--- src/rtl/sglms_pkg.sv ---
package sglms_pkg;

	// Configuration port
	localparam int CFG_IDX_W  = 2;
	localparam int CFG_DATA_W = 3;

	localparam logic [CFG_IDX_W-1:0] REG_HALF_SPAN = 2'd0;
	localparam logic [CFG_IDX_W-1:0] REG_GRID_MODE = 2'd1;

	localparam logic [2:0] HALF_SPAN_RST = 3'd7;
	localparam logic       GRID_MODE_RST = 1'b1;

	// Stream payload widths
	localparam int IN_W        = 32;
	localparam int OUT_INDEX_W = 8;
	localparam int OUT_SCORE_W = 32;
	localparam int OUT_DATA_W  = OUT_INDEX_W + OUT_SCORE_W;

	// Neighbour walk: step 0 is the center, then one step per neighbour
	localparam int STEP_W = 4;
	localparam logic [STEP_W-1:0] GRID_LAST_STEP = 4'd8;
	localparam logic [STEP_W-1:0] LINE_LAST_STEP = 4'd2;

	// Controller -> datapath
	typedef struct packed {
		logic load_wr;     // store the accepted score
		logic pass_start;  // clear walk counters and peak count
		logic pass_issue;  // read one (entry, neighbour) pair
		logic sort_start;  // clear sort and output pointers
		logic sort_load;   // read entry i of the peak list
		logic sort_scan;   // read entry j of the peak list
		logic swap_a;      // write best into slot i
		logic swap_b;      // write old slot i into best slot
		logic out_read;    // read next result from the peak list
		logic out_load;    // load output register from peak list
		logic out_empty;   // load output register with the empty marker
		logic out_next;    // advance output pointer
	} cmd_t;

	// Datapath -> controller
	typedef struct packed {
		logic load_last;   // next score completes the grid
		logic pass_last;   // walk is at its final step
		logic peak_none;   // no maxima found
		logic sort_more;   // sort position i still has a tail
		logic scan_last;   // scan is at the last list entry
		logic out_final;   // output register holds the final result
	} sts_t;

endpackage

--- src/rtl/sglms_ctrl.sv ---
module sglms_ctrl (
	input  logic            clk,
	input  logic            arst_n,
	input  logic            in_valid,
	output logic            in_ready,
	input  logic            out_ready,
	output logic            out_valid,
	input  sglms_pkg::sts_t sts,
	output sglms_pkg::cmd_t cmd
);

	typedef enum logic [11:0] {
		ST_LOAD       = 12'b0000_0000_0001,
		ST_PASS       = 12'b0000_0000_0010,
		ST_DRAIN      = 12'b0000_0000_0100,
		ST_SORT_CHECK = 12'b0000_0000_1000,
		ST_LOAD_I     = 12'b0000_0001_0000,
		ST_SCAN       = 12'b0000_0010_0000,
		ST_SCAN_END   = 12'b0000_0100_0000,
		ST_SWAP_A     = 12'b0000_1000_0000,
		ST_SWAP_B     = 12'b0001_0000_0000,
		ST_OUT_RD     = 12'b0010_0000_0000,
		ST_OUT_LD     = 12'b0100_0000_0000,
		ST_OUT_WAIT   = 12'b1000_0000_0000
	} state_t;

	state_t state_q;
	state_t state_d;

	always_comb begin
		cmd       = '0;
		state_d   = state_q;
		in_ready  = 1'b0;
		out_valid = 1'b0;
		unique case (state_q)
			ST_LOAD: begin
				in_ready    = 1'b1;
				cmd.load_wr = in_valid;
				if (in_valid && sts.load_last) begin
					cmd.pass_start = 1'b1;
					state_d        = ST_PASS;
				end
			end
			ST_PASS: begin
				cmd.pass_issue = 1'b1;
				if (sts.pass_last) begin
					state_d = ST_DRAIN;
				end
			end
			ST_DRAIN: begin
				// last compare lands this cycle
				cmd.sort_start = 1'b1;
				state_d        = ST_SORT_CHECK;
			end
			ST_SORT_CHECK: begin
				if (sts.peak_none) begin
					cmd.out_empty = 1'b1;
					state_d       = ST_OUT_WAIT;
				end else if (sts.sort_more) begin
					state_d = ST_LOAD_I;
				end else begin
					state_d = ST_OUT_RD;
				end
			end
			ST_LOAD_I: begin
				cmd.sort_load = 1'b1;
				state_d       = ST_SCAN;
			end
			ST_SCAN: begin
				cmd.sort_scan = 1'b1;
				if (sts.scan_last) begin
					state_d = ST_SCAN_END;
				end
			end
			ST_SCAN_END: begin
				state_d = ST_SWAP_A;
			end
			ST_SWAP_A: begin
				cmd.swap_a = 1'b1;
				state_d    = ST_SWAP_B;
			end
			ST_SWAP_B: begin
				cmd.swap_b = 1'b1;
				state_d    = ST_SORT_CHECK;
			end
			ST_OUT_RD: begin
				in_ready     = !sts.load_last;
				cmd.load_wr  = in_valid && !sts.load_last;
				cmd.out_read = 1'b1;
				state_d      = ST_OUT_LD;
			end
			ST_OUT_LD: begin
				in_ready     = !sts.load_last;
				cmd.load_wr  = in_valid && !sts.load_last;
				cmd.out_load = 1'b1;
				state_d      = ST_OUT_WAIT;
			end
			ST_OUT_WAIT: begin
				in_ready    = !sts.load_last;
				cmd.load_wr = in_valid && !sts.load_last;
				out_valid   = 1'b1;
				if (out_ready) begin
					if (sts.out_final) begin
						state_d = ST_LOAD;
					end else begin
						cmd.out_next = 1'b1;
						state_d      = ST_OUT_RD;
					end
				end
			end
			default: begin
				state_d = ST_LOAD;
			end
		endcase
	end

	always_ff @(posedge clk or negedge arst_n) begin
		if (!arst_n) begin
			state_q <= ST_LOAD;
		end else begin
			state_q <= state_d;
		end
	end

endmodule

--- config.mk ---
export PLATFORM = sky130hd
export DESIGN_NAME = sglms_ctrl
export DESIGN_NICKNAME = d
export VERILOG_FILES = /design/src/rtl/sglms_pkg.sv /design/src/rtl/sglms_ctrl.sv
export SDC_FILE = /design/constraint.sdc
export NUM_CORES = 1
export LEC_CHECK = 0
export ABC_AREA = 1
export CELL_PAD_IN_SITES_DETAIL_PLACEMENT = 1
export CELL_PAD_IN_SITES_GLOBAL_PLACEMENT = 2
export CORE_MARGIN = 2
export CORE_UTILIZATION = 31
export CTS_BUF_LIST = sky130_fd_sc_hd__clkbuf_4 sky130_fd_sc_hd__clkbuf_8 sky130_fd_sc_hd__clkbuf_16
export DETAILED_ROUTE_END_ITERATION = 16
export DONT_BUFFER_PORTS = 1
export HOLD_SLACK_MARGIN = 0.05
export PLACE_DENSITY = 0.85
export SYNTH_ARGS = -nofsm -noshare
export SYNTH_HDL_FRONTEND = slang
export SYNTH_SLANG_ARGS = --single-unit
--- constraint.sdc ---
create_clock -name clk -period 1.7 [get_ports clk]
set_input_delay 0.085 -clock clk [delete_from_list [all_inputs] [get_ports clk]]
set_output_delay 0.085 -clock clk [all_outputs]
set_load 0.005 [all_outputs]
==> metrics.md, run 1 <==
| Metric | Value |
|---|---|
| Area grow syn2layout | `19.8%` |
| Post-DRT Antenna Nets | `0` |
| Vias post-DR | `802` |
| Placed Area | `857 sq um` |
| Worst Slack Setup Final | `approximately 47 ps` |
| Initial Utilization | `0.328` |
| Clk sinks | `12` |
| Peak supply drop | `0.650 mV` |
| Hold WS | `57.8 ps` |
| Max-cap violations | `0` |
| CP required | `1620 ps` |
| Startpoint types | `register` |
| Most frequent cells in the layout | `27 x inv_1, 21 x nand2_1, 15 x nor2_1, 11 x dfrtp_1, 9 x nand2_2` |
| CP delay by family, top | `simple AND/OR/NAND/NOR gates` |
| DR pass1 iterations | `4` |
| Finished Cell Area | `982 sq um` |
| Worst-path fanout max | `5` |
| Hpwl dp | `~1.8 mm` |
| Grt total ovfl | `0` |
| Overall power | `1.09 mW` |
| IO Port Bufs | `0` |
| Mean post-synth cell area | `6.72 sq um` |
| Largest net degree at the start of global routing | `13` |
| Die Wd | `55.4 um` |
| Setup CP Type | `reg2out` |
| Commonest non-fill, non-tap cell in the layout | `inv_1` |
| First-pass GRT wire length | `3.45 mm` |
| Slew HR | `0.639` |
| Fin util | `0.393` |
| FMAX | `around 0.6 GHz` |
| CP max stage cell | `dfrtp_1` |
| Top Registers | `state_q (12)` |
| Skew final | `1.50 ps` |
| Most frequent cell on the critical path | `nand2_2` |
| CP Buf/Inv Count | `0` |
| Final #Nets | `approximately 140` |
| Post-Synthesis Cells | `122` |
| CTS Buf Count | `3` |
| Final setup viols | `0` |
| Die Span Y | `between 50 and 60 um` |
| I/O Pins | `24` |
| Syn nets | `roughly 130` |
| TritonCTS clock tree | `yes` |
| Crit end category | `output pin` |
| Core Region | `2500 sq um` |
| DP Cell Count | `152` |
| Routed wire per std cell | `12.8 um` |
| Final TNS setup | `0 ps` |
| Initial antenna violation count | `0` |
| Post-Synthesis Cell Area | `820 sq um` |
| Initial DRC count | `6` |
| Clock latency on the worst-skew pair | `about 260 ps` |
| Hold Crit Class | `in2reg` |
| Synth Register Bits | `12` |
| R2r setup slk | `roughly 220 ps` |
| Worst-path clk slew | `80 ps` |
| Worst-margin pin slew | `540 ps` |
| Slowest Stage Delay on Critical Path | `roughly 400 ps` |
| Residual DRC | `0` |
| Vias in the first global route | `around 800` |
| Share of cells above drive strength 1 | `0.248` |
| Root Buffer | `clkbuf_4` |
| CP Cell Sequence | `nor2_2, nand2_2, nor2_4, nand2_2, nand3_2, nand2_2, a21boi_2` |
| Antenna cells | `0` |
| Status | `completed` |
| H-tree levels | `1` |
| Final Non-Filler Cells | `about 160` |
| Routed wire length | `around 2.1 mm` |
| Pwr per Cell Area | `1110 nW/um^2` |
| Largest register by flop count | `state_q` |
| Placer Congestion | `0.808` |
| Fin. max-slew vios | `0` |
| Worst EP arrival | `1570 ps` |
| Pre-CTS setup slack | `roughly 230 ps` |
| Final cycle utilization of the critical path | `0.972` |
| Via density | `~4.9` |
| Clock buffer depth | `2` |
| Tmin final | `between 1500 and 2000 ps` |
| Pleak | `0.570 nW` |
| Placement row count | `18` |
| Die area | `3070 sq um` |
| GRT Total Usage | `0.137` |
| Final hold vios | `0` |
| Distinct cells, synth | `22` |
| Ys Warns | `0` |
| Seq/Total Area, Yosys | `0.368` |
| Unrepaired setup endpoints after global routing | `yes` |
| Max FFs per register | `12` |
final cells by class:
class | instances | area, sq um
Clock buffer | 4 | 36.3
Timing Repair Buffer | 7 | 62.6
Sequential cell | 12 | 302
Fill cell | 325 | 1520
Tap cell | 30 | 37.5
Inverter | 29 | 109
Multi-Input combinational cell | 81 | 435
cell usage after synthesis, drive strengths merged:
cell / count / share of area
a21boi: 1 / 0.0092
a21oi: 3 / 0.023
dfrtp: 11 / 0.34
dfstp: 1 / 0.032
inv: 29 / 0.13
nand2: 31 / 0.16
nand3: 7 / 0.049
nand3b: 1 / 0.0092
nand4: 1 / 0.0076
nor2: 23 / 0.14
nor3: 8 / 0.049
nor4: 2 / 0.015
o211ai: 1 / 0.0092
o21ai: 3 / 0.023
layer usage:
metal | up-vias | global-route usage | part of all wire | routed length, um
met1 | 385 | 0.173 | 0.45 | 940
li1 | 393 | - | - | -
met5 | - | 0 | 0 | 0
met4 | 0 | 0.0488 | 0.014 | 29
met3 | 2 | 0.00937 | 0.036 | 75
met2 | 22 | 0.245 | 0.50 | 1040
cells by family (layout without fill, tap and decap cells):
logic type / Yosys count / in the layout / synth area share
flops: 12 / 12 / 0.368
compound gates: 8 / 8 / 0.0641
simple gates: 73 / 73 / 0.435
buf+inv: 29 / 40 / 0.133
timing repair:
item	in CTS	in global routing
resized for setup	0	10
buffers inserted	0	3
endpoints found under the hold margin	15	0
setup endpoints to repair	0	3
hold buffers	4	0
power by group:
group | switching [mW] | internal [mW] | leakage [nW]
Clock | 0.0914 | 0.130 | 0.0210
Combinational | 0.318 | 0.176 | 0.387
Sequential | 0.0394 | 0.331 | 0.163
worst paths after layout:
check                                 from     endpoint  cells after the start
worst min-delay path                sts[3]  state_q[11]                      2
min in group asynchronous           arst_n  state_q[10]                      1
max in group asynchronous           arst_n   state_q[0]                      1
worst min register to register  state_q[0]   state_q[0]                      2
worst max register to register  state_q[1]   state_q[1]                      8
worst max-delay path            state_q[1]      cmd[11]                      7
(Power assumes the default switching activity.)
==> inputs of run 2 (changes only) <==
--- a/config.mk
+++ b/config.mk
@@ -8,6 +8,7 @@
 export ABC_AREA = 1
 export CELL_PAD_IN_SITES_DETAIL_PLACEMENT = 1
 export CELL_PAD_IN_SITES_GLOBAL_PLACEMENT = 2
+export CORE_ASPECT_RATIO = 1.2
 export CORE_MARGIN = 2
 export CORE_UTILIZATION = 31
 export CTS_BUF_LIST = sky130_fd_sc_hd__clkbuf_4 sky130_fd_sc_hd__clkbuf_8 sky130_fd_sc_hd__clkbuf_16
==> run 2 against run 1 <==
  * Cell area rose by 3.8%
  * Non-clock buffer count grew 5
  * Register-to-register slack is essentially flat
  * Critical path depth stayed put
  * Worst setup slack better by 76 ps
  * Clock power shrank 7%
  * Sequential power is essentially flat
  * Sequential share of layout area decreased by 1.1 points
  * Wire length rose by 2.1%
  * Critical path type unchanged
==> metrics.md, run 2 (same netlist as run 1, synthesis figures left out) <==
| Metric | Value |
|---|---|
| Status | `completed` |
| CP max stage cell | `dfrtp_1` |
| CTS Buf Count | `3` |
| Placer Congestion | `around 0.77` |
| Final Non-Filler Cells | `171` |
| Final #Nets | `149` |
| Largest register by flop count | `state_q` |
| Final hold vios | `0` |
| Tmin final | `1580 ps` |
| GRT Total Usage | `0.164` |
| Max-cap violations | `0` |
| Worst-margin pin slew | `approximately 550 ps` |
| TritonCTS clock tree | `yes` |
| Via density | `4.65` |
| Residual DRC | `0` |
| CP Buf/Inv Count | `0` |
| Top Registers | `state_q (12)` |
| Clock buffer depth | `2` |
| Initial Utilization | `0.324` |
| Final cycle utilization of the critical path | `0.928` |
| Commonest non-fill, non-tap cell in the layout | `inv_1` |
| Slowest Stage Delay on Critical Path | `390 ps` |
| Placement row count | `20` |
| GR Layer Usage met1 | `0.203` |
| Hold Crit Class | `in2reg` |
| Routed wire per std cell | `~12 um` |
| Crit end category | `output pin` |
| Initial antenna violation count | `0` |
| First-pass GRT wire length | `3.68 mm` |
| Post-DRT Antenna Nets | `0` |
| Final setup viols | `0` |
| CP required | `about 1600 ps` |
| Slew HR | `0.633` |
| Worst-path fanout max | `5` |
| Startpoint types | `register` |
| Pwr per Cell Area | `1070 nW/um^2` |
| H-tree levels | `1` |
| Peak supply drop | `between 0.4 and 0.5 mV` |
| Share of cells above drive strength 1 | `0.246` |
| Hold Path Cell Cnt | `3` |
| Worst R2R Path Depth | `10` |
| Die area | `3070 sq um` |
| Final TNS setup | `0 ps` |
| Hold path start | `out_ready` |
| Die Span Y | `60.3 um` |
| I/O Pins | `24` |
| Setup CP Type | `reg2out` |
| Largest net degree at the start of global routing | `13` |
| Hold worst-path end | `state_q[11]` |
| Initial DRC count | `5` |
| Crit Reg-Reg Endpoint | `state_q[0]` |
| Clock latency on the worst-skew pair | `270 ps` |
| DP Cell Count | `155` |
| Skew final | `2.17 ps` |
| DR pass1 iterations | `4` |
| Max FFs per register | `12` |
| CP delay by family, top | `simple AND/OR/NAND/NOR gates` |
| CP Cell Sequence | `nor2_2, nand2_2, nor2_4, nand2_2, nand3_2, nand2_2, a21boi_2` |
| Grt total ovfl | `0` |
| IO Port Bufs | `0` |
| R2r setup slk | `210 ps` |
| Pleak | `0.595 nW` |
| Most frequent cell on the critical path | `nand2_2` |
| GR Layer Usage met3 | `0.0100` |
| Area grow syn2layout | `24.4%` |
| Vias in the first global route | `804` |
| Routed wire length | `approximately 2.1 mm` |
| Fin. max-slew vios | `0` |
| Worst-path clk slew | `~80 ps` |
| Clk sinks | `12` |
| FF-to-FF Start | `state_q[0]` |
| Vias post-DR | `796` |
| Die Wd | `slightly above 50 um` |
| Root Buffer | `clkbuf_4` |
| Unrepaired setup endpoints after global routing | `yes` |
| M2 GR Usage | `0.289` |
| Worst EP arrival | `1490 ps` |
| Core Region | `approximately 2500 sq um` |
| FMAX | `0.634 GHz` |
| Antenna cells | `0` |
| Busiest grt layer | `met2` |
| Most frequent cells in the layout | `28 x inv_1, 22 x nand2_1, 15 x nor2_1, 11 x dfrtp_1` |
| Hpwl dp | `1.74 mm` |
[run 2: cell count changes in the layout (fill, tap and decap cells not counted), sizes merged]
cell	previous run	this run
buf	3	6
dlygate4sd3	4	6
[run 2: layout make-up]
cell class              count  area [sq um]
inverters                  29           109
flip-flops and latches     12           302
well taps                  33          41.3
clock buffers               4          30.0
fillers                   322          1510
repair buffers             12           105
multi-input cells          81           433
[run 2: worst max-delay path by stage]
stage | endpoint | cells past startpoint | start | slack (ps)
floorplan | state_q[0] | 8 | state_q[0] | 420
global placement | state_q[0] | 9 | state_q[7] | 280
detailed placement | state_q[0] | 9 | state_q[7] | 230
CTS | cmd[11] | 7 | state_q[6] | 20
global route | cmd[0] | 7 | state_q[3] | -30
finish | cmd[11] | 7 | state_q[7] | 120
[run 2: what timing repair did]
item	CTS	global route
hold buffers	6	0
endpoints found under the hold margin	17	0
buffers inserted	0	6
setup endpoints to repair	1	4
pin swaps	1	5
resized for setup	0	8
[run 2: worst register-to-register path: cells and delay by family, from the launching register on]
family	cells	cell delay (ps)
DFF	1	400
and+or+nand+nor	7	700
AOI/OAI and AO/OA	1	110
buffers and inverters	2	210
[run 2: power by group]
part           switching, mW  internal [mW]  total, mW
logic                  0.314          0.204      0.518
registers             0.0384          0.331      0.369
clock network         0.0985          0.107      0.205
total                  0.451          0.642       1.09
[run 2: routing by layer]
metal  routed length, um  up-vias
met5                   0        -
met4                  27        0
met3                  79        2
met2                1110       21
met1                 916      369
li1                    -      404
[run 2: through the flow]
step / hold slack, ps / instance area (sq um) / utilization / power, mW / worst slack (ps)
3_5_place_dp: -210 / 861 / 0.341 / 0.816 / 226
6_report: 123 / 1020 / 0.403 / 1.09 / 123
2_1_floorplan: -211 / 820 / - / 0.728 / 418
3_3_place_gp: -210 / 861 / 0.341 / 0.805 / 276
4_1_cts: 120 / 951 / 0.376 / 1.04 / 16.1
5_1_grt: 140 / 1020 / 0.403 / 1.19 / -27.7
